--- src/hw/rtl/itr_pkg.sv ---
`timescale 1ns / 1ps

package itr_pkg;

  localparam int unsigned NumW = 13;
  localparam int unsigned LetW = 7;
  localparam int unsigned FifoDepth = 2;
  localparam int unsigned MaxLetters = 16;

  localparam logic [LetW-1:0] LetI = 7'd73;
  localparam logic [LetW-1:0] LetV = 7'd86;
  localparam logic [LetW-1:0] LetX = 7'd88;
  localparam logic [LetW-1:0] LetL = 7'd76;
  localparam logic [LetW-1:0] LetC = 7'd67;
  localparam logic [LetW-1:0] LetD = 7'd68;
  localparam logic [LetW-1:0] LetM = 7'd77;
  localparam logic [LetW-1:0] LetNone = 7'd0;

  // digit positions
  localparam logic [1:0] PosThou = 2'd0;
  localparam logic [1:0] PosHund = 2'd1;
  localparam logic [1:0] PosTens = 2'd2;
  localparam logic [1:0] PosUnit = 2'd3;

  // split entry handed from front to back
  typedef struct packed {
    logic       bad;
    logic [3:0] thou;
    logic [3:0] hund;
    logic [3:0] tens;
    logic [3:0] unit;
  } entry_t;

  function automatic logic [13:0] place_of(logic [1:0] pos);
    logic [13:0] p;
    case (pos)
      PosThou: p = 14'd1000;
      PosHund: p = 14'd100;
      PosTens: p = 14'd10;
      default: p = 14'd1;
    endcase
    return p;
  endfunction

  // digit of rem at the given place: count of multiples not above rem
  function automatic logic [3:0] split_digit(logic [NumW-1:0] rem, logic [1:0] pos);
    logic [13:0] p;
    logic [3:0]  d;
    p = place_of(pos);
    d = 4'd0;
    for (int k = 1; k <= 9; k++) begin
      if ({1'b0, rem} >= 14'(k) * p) begin
        d = 4'(k);
      end
    end
    return d;
  endfunction

  function automatic logic [3:0] digit_len(logic [3:0] d, logic [1:0] pos);
    logic [3:0] len;
    if (pos == PosThou) begin
      len = d;
    end else begin
      case (d)
        4'd1, 4'd5: len = 4'd1;
        4'd2, 4'd4, 4'd6, 4'd9: len = 4'd2;
        4'd3, 4'd7: len = 4'd3;
        4'd8: len = 4'd4;
        default: len = 4'd0;
      endcase
    end
    return len;
  endfunction

  function automatic logic [LetW-1:0] digit_letter(logic [3:0] d, logic [3:0] j,
                                                   logic [1:0] pos);
    logic [LetW-1:0] one;
    logic [LetW-1:0] five;
    logic [LetW-1:0] ten;
    logic [LetW-1:0] let_o;
    case (pos)
      PosHund: begin
        one = LetC; five = LetD; ten = LetM;
      end
      PosTens: begin
        one = LetX; five = LetL; ten = LetC;
      end
      PosUnit: begin
        one = LetI; five = LetV; ten = LetX;
      end
      default: begin
        one = LetM; five = LetM; ten = LetM;
      end
    endcase
    if (pos == PosThou) begin
      let_o = one;
    end else if (d == 4'd9) begin
      let_o = (j == 4'd0) ? one : ten;
    end else if (d >= 4'd5) begin
      let_o = (j == 4'd0) ? five : one;
    end else if (d == 4'd4) begin
      let_o = (j == 4'd0) ? one : five;
    end else begin
      let_o = one;
    end
    return let_o;
  endfunction

endpackage

--- src/hw/rtl/integer_to_roman_letters_unit.sv ---
`timescale 1ns / 1ps
// Channel   Direction  Handshake           Payload
// input     in         push / full         number_i[12:0]
// result    out        empty / pop         letter_o[6:0], last_o, bad_value_o
//
// Front steps per number: take, three digit-split steps, hand-off to queue (a bad number skips the split).
// Back: a load step, then one letter per cycle unless a held result (pop low) stalls it.
// The back's single letter generator and its output register set the letter rate.
// rst_ni clears the control state asynchronously; the queue comes up empty.
// A held result (pop low) stalls the back; a full queue stalls the front.

module integer_to_roman_letters_unit #(
  parameter int unsigned MAX_VALUE = 5000
) (
  input  logic                     clk_i,
  input  logic                     rst_ni,
  input  logic                     push,
  output logic                     full,
  input  logic [itr_pkg::NumW-1:0] number_i,
  output logic                     empty,
  input  logic                     pop,
  output logic [itr_pkg::LetW-1:0] letter_o,
  output logic                     last_o,
  output logic                     bad_value_o
);

  logic            busy;
  logic            f_wr, f_full, f_rd, f_empty;
  itr_pkg::entry_t f_wdata, f_rdata;
  logic            pop_ok;

  // full while the front is still splitting or queueing the previous number
  assign full   = busy;
  assign pop_ok = pop && !empty;

  itr_front #(
    .MAX_VALUE (MAX_VALUE)
  ) u_front (
    .clk_i       (clk_i),
    .rst_ni      (rst_ni),
    .push_i      (push),
    .busy_o      (busy),
    .number_i    (number_i),
    .wr_o        (f_wr),
    .wdata_o     (f_wdata),
    .fifo_full_i (f_full)
  );

  // short queue of split numbers decouples front from back
  itr_fifo u_fifo (
    .clk_i   (clk_i),
    .rst_ni  (rst_ni),
    .wr_i    (f_wr),
    .wdata_i (f_wdata),
    .full_o  (f_full),
    .rd_i    (f_rd),
    .rdata_o (f_rdata),
    .empty_o (f_empty)
  );

  itr_back u_back (
    .clk_i        (clk_i),
    .rst_ni       (rst_ni),
    .fifo_empty_i (f_empty),
    .rdata_i      (f_rdata),
    .rd_o         (f_rd),
    .empty_o      (empty),
    .pop_i        (pop_ok),
    .letter_o     (letter_o),
    .last_o       (last_o),
    .bad_value_o  (bad_value_o)
  );

endmodule

--- src/hw/rtl/itr_front.sv ---
`timescale 1ns / 1ps

module itr_front #(
  parameter int unsigned MAX_VALUE = 5000
) (
  input  logic                     clk_i,
  input  logic                     rst_ni,
  input  logic                     push_i,
  output logic                     busy_o,
  input  logic [itr_pkg::NumW-1:0] number_i,
  output logic                     wr_o,
  output itr_pkg::entry_t          wdata_o,
  input  logic                     fifo_full_i
);

  typedef enum logic [2:0] {
    F_IDLE  = 3'b001,
    F_SPLIT = 3'b010,
    F_PUSH  = 3'b100
  } fstate_e;

  localparam logic [itr_pkg::NumW-1:0] MaxVal = itr_pkg::NumW'(MAX_VALUE);

  fstate_e                   state_q, state_d;
  logic [1:0]                pos_q, pos_d;
  logic [itr_pkg::NumW-1:0]  rem_q, rem_d;
  itr_pkg::entry_t           ent_q, ent_d;
  logic [3:0]                dig;
  logic [13:0]               sub;

  assign dig = itr_pkg::split_digit(rem_q, pos_q);
  assign sub = 14'(dig) * itr_pkg::place_of(pos_q);

  always_comb begin
    state_d = state_q;
    pos_d   = pos_q;
    rem_d   = rem_q;
    ent_d   = ent_q;
    wr_o    = 1'b0;
    case (state_q)
      F_IDLE: begin
        if (push_i) begin
          rem_d     = number_i;
          pos_d     = itr_pkg::PosThou;
          ent_d.bad = (number_i == '0) || (number_i > MaxVal);
          state_d   = ent_d.bad ? F_PUSH : F_SPLIT;
        end
      end
      F_SPLIT: begin
        rem_d = rem_q - sub[itr_pkg::NumW-1:0];
        pos_d = pos_q + 2'd1;
        case (pos_q)
          itr_pkg::PosThou: ent_d.thou = dig;
          itr_pkg::PosHund: ent_d.hund = dig;
          default: begin
            ent_d.tens = dig;
            ent_d.unit = rem_d[3:0];
            state_d    = F_PUSH;
          end
        endcase
      end
      F_PUSH: begin
        if (!fifo_full_i) begin
          wr_o    = 1'b1;
          state_d = F_IDLE;
        end
      end
      default: state_d = F_IDLE;
    endcase
  end

  always_ff @(posedge clk_i or negedge rst_ni) begin
    if (!rst_ni) begin
      state_q <= F_IDLE;
      pos_q   <= itr_pkg::PosThou;
    end else begin
      state_q <= state_d;
      pos_q   <= pos_d;
    end
  end

  always_ff @(posedge clk_i) begin
    rem_q <= rem_d;
    ent_q <= ent_d;
  end

  assign busy_o  = (state_q != F_IDLE);
  assign wdata_o = ent_q;

endmodule

--- src/hw/rtl/itr_fifo.sv ---
`timescale 1ns / 1ps

module itr_fifo (
  input  logic            clk_i,
  input  logic            rst_ni,
  input  logic            wr_i,
  input  itr_pkg::entry_t wdata_i,
  output logic            full_o,
  input  logic            rd_i,
  output itr_pkg::entry_t rdata_o,
  output logic            empty_o
);

  localparam int unsigned PtrW = $clog2(itr_pkg::FifoDepth);

  itr_pkg::entry_t mem_q [itr_pkg::FifoDepth];
  logic [PtrW-1:0] wptr_q, rptr_q;
  logic [PtrW:0]   cnt_q;

  assign full_o  = (cnt_q == (PtrW+1)'(itr_pkg::FifoDepth));
  assign empty_o = (cnt_q == '0);
  assign rdata_o = mem_q[rptr_q];

  always_ff @(posedge clk_i or negedge rst_ni) begin
    if (!rst_ni) begin
      wptr_q <= '0;
      rptr_q <= '0;
      cnt_q  <= '0;
    end else begin
      if (wr_i) begin
        wptr_q <= wptr_q + 1'b1;
      end
      if (rd_i) begin
        rptr_q <= rptr_q + 1'b1;
      end
      if (wr_i && !rd_i) begin
        cnt_q <= cnt_q + 1'b1;
      end else if (rd_i && !wr_i) begin
        cnt_q <= cnt_q - 1'b1;
      end
    end
  end

  always_ff @(posedge clk_i) begin
    if (wr_i) begin
      mem_q[wptr_q] <= wdata_i;
    end
  end

endmodule

--- src/hw/rtl/itr_back.sv ---
`timescale 1ns / 1ps

module itr_back (
  input  logic                     clk_i,
  input  logic                     rst_ni,
  input  logic                     fifo_empty_i,
  input  itr_pkg::entry_t          rdata_i,
  output logic                     rd_o,
  output logic                     empty_o,
  input  logic                     pop_i,
  output logic [itr_pkg::LetW-1:0] letter_o,
  output logic                     last_o,
  output logic                     bad_value_o
);

  typedef enum logic [1:0] {
    B_IDLE = 2'b01,
    B_RUN  = 2'b10
  } bstate_e;

  bstate_e                  state_q, state_d;
  itr_pkg::entry_t          ent_q;
  logic [1:0]               pos_q, pos_d, first_pos, next_pos;
  logic [3:0]               j_q, j_d, n_q, n_d;
  logic                     ovld_q;
  logic [itr_pkg::LetW-1:0] let_q;
  logic                     last_q, bad_q;
  logic [3:0]               cur_d, len;
  logic                     rest_zero, digit_end, run_last, step_en;

  always_comb begin
    case (pos_q)
      itr_pkg::PosThou: cur_d = ent_q.thou;
      itr_pkg::PosHund: cur_d = ent_q.hund;
      itr_pkg::PosTens: cur_d = ent_q.tens;
      default:          cur_d = ent_q.unit;
    endcase
  end

  // next non-empty digit after the current one
  always_comb begin
    case (pos_q)
      itr_pkg::PosThou: begin
        rest_zero = (ent_q.hund == '0) && (ent_q.tens == '0) && (ent_q.unit == '0);
        next_pos  = (ent_q.hund != '0) ? itr_pkg::PosHund :
                    (ent_q.tens != '0) ? itr_pkg::PosTens : itr_pkg::PosUnit;
      end
      itr_pkg::PosHund: begin
        rest_zero = (ent_q.tens == '0) && (ent_q.unit == '0);
        next_pos  = (ent_q.tens != '0) ? itr_pkg::PosTens : itr_pkg::PosUnit;
      end
      itr_pkg::PosTens: begin
        rest_zero = (ent_q.unit == '0);
        next_pos  = itr_pkg::PosUnit;
      end
      default: begin
        rest_zero = 1'b1;
        next_pos  = itr_pkg::PosUnit;
      end
    endcase
  end

  assign first_pos = (rdata_i.thou != '0) ? itr_pkg::PosThou :
                     (rdata_i.hund != '0) ? itr_pkg::PosHund :
                     (rdata_i.tens != '0) ? itr_pkg::PosTens : itr_pkg::PosUnit;

  assign len       = itr_pkg::digit_len(cur_d, pos_q);
  assign digit_end = ((j_q + 4'd1) == len);
  assign run_last  = ent_q.bad || (digit_end && rest_zero) ||
                     (n_q == 4'(itr_pkg::MaxLetters - 1));
  assign step_en   = (state_q == B_RUN) && (!ovld_q || pop_i);
  assign rd_o      = (state_q == B_IDLE) && !fifo_empty_i;

  always_comb begin
    state_d = state_q;
    pos_d   = pos_q;
    j_d     = j_q;
    n_d     = n_q;
    case (state_q)
      B_IDLE: begin
        if (!fifo_empty_i) begin
          pos_d   = first_pos;
          j_d     = '0;
          n_d     = '0;
          state_d = B_RUN;
        end
      end
      B_RUN: begin
        if (step_en) begin
          n_d = n_q + 4'd1;
          if (run_last) begin
            state_d = B_IDLE;
          end else if (digit_end) begin
            pos_d = next_pos;
            j_d   = '0;
          end else begin
            j_d = j_q + 4'd1;
          end
        end
      end
      default: state_d = B_IDLE;
    endcase
  end

  always_ff @(posedge clk_i or negedge rst_ni) begin
    if (!rst_ni) begin
      state_q <= B_IDLE;
      ovld_q  <= 1'b0;
    end else begin
      state_q <= state_d;
      if (step_en) begin
        ovld_q <= 1'b1;
      end else if (pop_i) begin
        ovld_q <= 1'b0;
      end
    end
  end

  always_ff @(posedge clk_i) begin
    pos_q <= pos_d;
    j_q   <= j_d;
    n_q   <= n_d;
    if (rd_o) begin
      ent_q <= rdata_i;
    end
    if (step_en) begin
      let_q  <= ent_q.bad ? itr_pkg::LetNone : itr_pkg::digit_letter(cur_d, j_q, pos_q);
      last_q <= run_last;
      bad_q  <= ent_q.bad;
    end
  end

  assign empty_o     = !ovld_q;
  assign letter_o    = let_q;
  assign last_o      = last_q;
  assign bad_value_o = bad_q;

endmodule

--- config.mk ---
export PLATFORM = sky130hd
export DESIGN_NAME = integer_to_roman_letters_unit
export DESIGN_NICKNAME = d
export VERILOG_FILES = /design/src/hw/rtl/itr_pkg.sv /design/src/hw/rtl/integer_to_roman_letters_unit.sv /design/src/hw/rtl/itr_front.sv /design/src/hw/rtl/itr_fifo.sv /design/src/hw/rtl/itr_back.sv
export SDC_FILE = /design/constraint.sdc
export NUM_CORES = 1
export LEC_CHECK = 0
export ABC_AREA = 1
export ABC_CLOCK_PERIOD_IN_PS = 11560
export BUFFER_PORTS_ARGS = -buffer_cell sky130_fd_sc_hd__buf_4
export CORE_AREA = 2 2 130 132
export CTS_BUF_LIST = sky130_fd_sc_hd__clkbuf_8 sky130_fd_sc_hd__clkbuf_16
export DETAILED_ROUTE_END_ITERATION = 12
export DIE_AREA = 0 0 132 134
export PLACE_DENSITY = 0.7
export SYNTH_ARGS = -nofsm -noshare
export SYNTH_HDL_FRONTEND = slang
export SYNTH_SLANG_ARGS = --single-unit
--- constraint.sdc ---
create_clock -name clk_i -period 11.56 [get_ports clk_i]
set_clock_uncertainty 0.2 [all_clocks]
set_input_delay 0.578 -clock clk_i [delete_from_list [all_inputs] [get_ports clk_i]]
set_output_delay 0.578 -clock clk_i [all_outputs]
set_load 0.005 [all_outputs]
* Yosys cells after proc, flatten, opt, wreduce, memory -nomap -nowiden *
Memory sizes are Yosys's and may differ from the RTL's.
Cells that the tools add are included.

storage, ports and cells
  output and inout bits = 11
  word-level logic and storage cells = 183
  memories = 2
  bits in registers = 78
  bits in read-only memories = 48
  input port bits = 17
  bits in writable memories = 34

memory list
  name              words  width  read ports  clocked after memory_dff  wr ports  RTL line        source
  (name not given)  16     3      1           0                         0         itr_pkg.sv:64   case (d)
  u_fifo.mem_q      2      17     1           0                         1         itr_fifo.sv:16  itr_pkg::entry_t mem_q [itr_pkg::FifoDepth];

cells by class
  muxes and demuxes = 62
  eq/ne operators = 24
  reductions and logical operators = 45
  bitwise operators = 1
  multipliers = 6
  $lt $le $gt $ge = 11
  $add $sub $neg = 8

operators by type and width
  kind                     count
  $ge A13 B14 Y1           5
  $mux W4                  8
  $mux W2                  15
  $pmux W10 S3             1
  $pmux W5 S3              2
  $mux W7                  4
  $mul A3 B10 Y13 const A  2
  $pmux W13 S2             1
  $mul A2 B10 Y12 const A  2
  $mux W3                  8
  $reduce_bool A4 Y1       5
  $logic_not A4 Y1         4
  $pmux W2 S2              4
  $pmux W4 S2              2
  $mux W5                  3
  $mul A4 B10 Y14 const A  1
  $ge A13 B10 Y1           1
  $ge A13 B11 Y1           1
  $ge A13 B12 Y1           1
  $ge A13 B13 Y1           1
  $gt A13 B13 Y1 const B   1
  $logic_not A13 Y1        1
  $mul A4 B10 Y13          1
  $mux W13                 1
  other kinds (33)         82

* Logic depth before layout (Yosys ltp) *
  depth in word-level cells = 15
  mapped depth = 41
  gate-level depth less buffers = 41

* Cells and area by module *
A second synthesis with hierarchy kept.

second synthesis, totals
  cells, all modules = 913
  area total of the unflattened synthesis = 8345.5 sq um

by module, submodules not included
  module                         instances  cells an instance  seq. area each (sq um)  area an instance (sq um)
  itr_front                      1          628                1027.2                  4828.4
  itr_back                       1          205                1127.3                  2023.2
  itr_fifo                       1          78                 1121.1                  1483.9
  integer_to_roman_letters_unit  1          2                  0.0                     10.0

* Worst setup path after synthesis *
Ideal clock, no wire load.

  path type = flip-flop to flip-flop
  start point = register u_front.pos_q[0]
  end point = register u_front.rem_q[12] in the netlist's numbering, data pin
  data required time = 11.106 ns
  library setup time = 0.254 ns
  arrival time = 6.723 ns
  slack = 4.383 ns
  stages on the path, launching flop included = 32
  clock period less this slack = 7.177 ns
  path buffers = 0
  path through = dfrtp_1 > inv_1 > ha_1 > clkinv_1 > ha_1 > nor2_1 > inv_1 > nand2_1 > xor2_1 > ha_1 > a21oi_1 > o21ai_0 > a221oi_2 > nand2_1 > nor3b_4 > nand2_1 > nor2_1 > inv_1 > fa_1 > fa_1 > inv_1 > fa_1 > inv_1 > ha_1 > a21o_1 > inv_1 > nor2_1 > a211oi_1 > o311ai_0 > or2_2 > nand3_1 > nand2_1

on the way
  word-level cells in the longest chain between the ends = 15
  elaborated cells between the ends (all ways) = 30
  classes of those cells = add/sub (1); mul (6); order compare (9); eq/ne (2); mux (11); reduce/logical (1)

ends and longest elaborated chain
  item                                                     RTL line         source
  start: declaration                                       itr_front.sv:25  logic [1:0] pos_q, pos_d;
  start signal: assignment                                 itr_front.sv:75  pos_q <= itr_pkg::PosThou;
  start signal: assignment                                 itr_front.sv:78  pos_q <= pos_d;
  $eq A2 B2 Y1 (tied with other cells)                     itr_pkg.sv:36    case (pos)
  $pmux W10 S3 (*)                                         itr_pkg.sv:36
  branches (longest 10 deep; another with $ge A13 B14 Y1)  --
  $mul A4 B10 Y13 (*)                                      itr_front.sv:32  assign sub = 14'(dig) * itr_pkg::place_of(pos_q);
  $sub A13 B13 Y13 (*)                                     itr_front.sv:50  rem_d = rem_q - sub[itr_pkg::NumW-1:0];
  $pmux W13 S2 (*)                                         itr_front.sv:40  case (state_q)
  named net u_front.rem_d, one bit                         itr_front.sv:26  logic [itr_pkg::NumW-1:0] rem_q, rem_d;
  end signal: assignment                                   itr_front.sv:83  rem_q <= rem_d;
  end: declaration                                         itr_front.sv:26

Mark *: on every way through the listed nets, which the timed path passes.
A chain may end at the register's enable or synchronous reset.

* Worst setup path after layout *
  start point = register u_front.pos_q[0]
  end point = register u_front.rem_q[12] in the netlist's numbering, data pin

on the way
  elaborated cells between the ends (all ways) = 30
  classes of those cells = add/sub (1); mul (6); order compare (9); eq/ne (2); mux (11); reduce/logical (1)

RTL lines
  item                                               RTL line         source
  $eq A2 B2 Y1 (tied with other cells)               itr_pkg.sv:36
  $pmux W10 S3 (*)                                   itr_pkg.sv:36
  $mul A2 B10 Y12 or $ge A13 B11 Y1 (tied branches)  itr_pkg.sv:52    if ({1'b0, rem} >= 14'(k) * p) begin
  $ge A13 B14 Y1 or $mux W2 (tied branches)          itr_pkg.sv:52
  $mux W2                                            itr_pkg.sv:52
  $mux W3 (4 in a row)                               itr_pkg.sv:52
  $mux W4                                            itr_pkg.sv:52
  $mux W4 (*)                                        itr_pkg.sv:52
  named net u_front.dig[1]                           itr_front.sv:28  logic [3:0] dig;
  $mul A4 B10 Y13 (*)                                itr_front.sv:32
  $sub A13 B13 Y13 (*)                               itr_front.sv:50
  $pmux W13 S2 (*)                                   itr_front.sv:40
  named net u_front.rem_d, one bit                   itr_front.sv:26

Mark *: on every way through the listed nets, which the timed path passes. The rest lies on a longest branch.

==> run_results.csv <==
group,metric,value,unit
run_status,status,"finished clean",
yosys,yosys-top-cells-count,"228 x nand2_1, 166 x inv_1, 108 x ha_1",
yosys,ys_top_cells_by_area,"edfxtp_1 34%, ha_1 15%, nand2_1 9.7%, inv_1 7.1%, fa_1 5.2%",
floorplanning,core_area,16300,sq um
yosys,synth_seq_cells,111,
cts,htree_levels,3,
detailed_routing,avgViaCountPerCell,5.34,
place,place_ws,3.27,ns
detailed_routing,ant_nets,0,
cts,cts_root_buf,"clkbuf_16",
global_routing,grt_pass1_vias,6736,
yosys,yosys.cell_types.count,55,
floorplanning,dieArea,17700,sq um
timing,finalWorstSetupSlack,3.15,ns
yosys,yosys.area.top_type,"edfxtp_1",
yosys,yosys_warnings,0,
cts,cts_max_path_buffers,2,
cts,path_clk_slew,0.08,ns
timing,whs,0.231,ns
cts,cts_tree,"yes",
final_layout,area_delta_synth_final,8.33,%
global_routing,antenna_found_initial,0,
detailed_routing,drc_errors,0,
yosys,synth_nets,1177,
floorplanning,fp-row-count,47,
detailed_routing,drt_first_pass_iters,5,
critical_path,arrival,8.33,ns
critical_path,cp_slowest_cell,"dfrtp_1",
critical_path,slowest_delay,0.56,ns
critical_path,cp_top_family,"adder cells",
timing,rsz0062_at_grt,"no",
critical_path,cp_max_fo,17,
min_path,hold_class,"input port to register",
critical_path,required,11.48,ns
detailed_routing,wl_per_cell,15.7,um
yosys,synth_top_area_frac,0.336,
detailed_routing,vias,6847,
cts,post-cts-setup-buffers,0,
timing,tns,0,ns
floorplanning,initial_utilization,0.542,
yosys,async_flop_share,0.108,
place,dpl.hpwl,16.1,mm
timing,worstMarginPinSlew,0.990,ns
job,drv_cap,0,
yosys,syn_avg_cell_area,8.59,sq um
yosys,ys.flop_type,"edfxtp_1",
timing,setup_viol,0,
critical_path,cpMostUsedCell,"inv_1",
place,port_buffers,26,
floorplanning,fp.dieW,132,um
global_routing,grt_max_degree,22,
place,gp_congestion,0.979,
yosys,synth_edf_count,99,
cts,cts_sinks,111,
critical_path,start_kind,"register",
detailed_routing,drt_iter0_drc,447,
cts,clkLatencyLatePin,0.36,ns
critical_path,end_kind,"register",
final_layout,fin_nets,1206,
floorplanning,die-height,134,um
timing,fin_crit,8.41,ns
timing,slew_violations,0,
yosys,yosysMostFrequentCell,"nand2_1",
detailed_routing,routed_wl,20.1,mm
final_layout,drive_above_1_share,0.0969,
final_layout,n_antenna_cell,0,
floorplanning,io_pins,28,
global_routing,grt_pass1_wl,33.2,mm
cts,numCtsBuffers,9,
critical_path,path_buf_inv,7,
yosys,postSynthCellCount,1029,
yosys,syn-cell-area,8830,sq um
timing,finalCritPeriodShare,0.727,
timing,fmax,119,MHz
critical_path,path_class,"register to register",
yosys,ys_seq_area_frac,0.371,
timing,slew_headroom,0.340,
timing,finalHoldViolations,0,
global_routing,grt_overflow,0,
global_routing,track_usage,0.238,
-- path summary, 6_finish.rpt --
kind / slack [ns] / cells after the start / start / to
setup / recovery: 3.15 / 31 / u_front.pos_q[0] / u_front.rem_q[12]
hold / removal: 0.23 / 2 / pop / u_back.ovld_q
setup reg to reg: 3.15 / 31 / u_front.pos_q[0] / u_front.rem_q[12]
hold reg to reg: 0.25 / 0 / u_front.wdata_o[12] / u_fifo.mem_q[1][12]
max in group asynchronous: 10.49 / 2 / rst_ni / u_front.state_q[0]
min in group asynchronous: 0.42 / 2 / rst_ni / u_back.ovld_q
-- metrics by stage --
stage          std cells  utilization  instance area [sq um]
2_1_floorplan       1029            -                   8830
3_3_place_gp        1266        0.569                   9260
3_5_place_dp        1266        0.569                   9260
4_1_cts             1283        0.588                   9570
5_1_grt             1283        0.588                   9570
6_report            1283        0.588                   9570
-- sequential cells by signal, indices dropped and copies added, names as in the netlist --
register and cells:
u_fifo.mem_q 34, u_back.state_q 2, u_back.n_q 4, u_front.state_q 3
u_back.ovld_q 1, u_back.letter_o 6, u_back.ent_q 17, u_back.last_o 1
u_front.pos_q 2, u_fifo.rptr_q 1, u_fifo.cnt_q 2, u_back.j_q 4
u_fifo.wptr_q 1, u_back.pos_q 2, u_front.wdata_o 17, u_front.rem_q 13
u_back.bad_value_o 1
-- cell families (layout without fill, tap and decap cells) --
kind of cell	Yosys count	count (layout)	share of synthesized area
and+or+nand+nor	432	432	0.224
buffers and inverters	188	222	0.0827
AOI/OAI and AO/OA	135	135	0.0854
adders and majority gates	131	131	0.205
DFF	111	111	0.371
xor gates and xnor gates	27	27	0.0268
muxes	4	4	0.00453
other	1	1	0.000424
-- cell usage in the layout (no fill, tap or decap), drive strengths merged, types with 2 or more instances in the layout --
| cell type | n |
|---|---|
| o211ai | 5 |
| a211oi | 4 |
| nor4 | 15 |
| nand2 | 244 |
| fa | 23 |
| xor2 | 15 |
| o21ai | 50 |
| ha | 108 |
| nand3b | 2 |
| edfxtp | 99 |
| nor2 | 79 |
| inv | 179 |
| dfrtp | 10 |
| mux2i | 4 |
| dfstp | 2 |
| nor3b | 3 |
| nor3 | 14 |
| a31oi | 5 |
| o311ai | 2 |
| clkbuf | 9 |
| xnor2 | 12 |
| clkinv | 2 |
| nand3 | 49 |
| nand4 | 12 |
| buf | 29 |
| clkinvlp | 2 |
| or2 | 11 |
| a21o | 2 |
| a21oi | 58 |
| o22ai | 4 |
-- cell type report --
cell class | instances | area (sq um)
clock buffer | 9 | 225
clock inverter | 7 | 73.8
fill | 1448 | 6720
inverter | 176 | 661
multi-input combinational | 730 | 4830
sequential | 111 | 3280
tap | 220 | 275
timing repair buffer | 30 | 228
-- worst register-to-register path, delay by kind of cell (launching register included) --
family	cells	cell delay, ns
compound gates	6	1.07
xor+xnor	1	0.19
fa+ha+maj	7	2.99
buf+inv	7	1.39
flops	1	0.56
simple gates	10	1.79
-- what timing repair did --
item                      in CTS  in global routing
hold endpoints to repair      10                  0
gates resized for setup        0                  0
hold buffers                   1                  0
-- routing by layer --
metal / part of all wire / GRT usage / routed length (um)
met5: 0 / 0 / 0
met4: 0.033 / 0.0960 / 670
met3: 0.041 / 0.0299 / 831
met2: 0.51 / 0.437 / 10300
met1: 0.42 / 0.283 / 8380
Power is left out: the tool's default activity adds up to more than one toggle a clock period on the data nets, which glitch-free logic cannot reach.
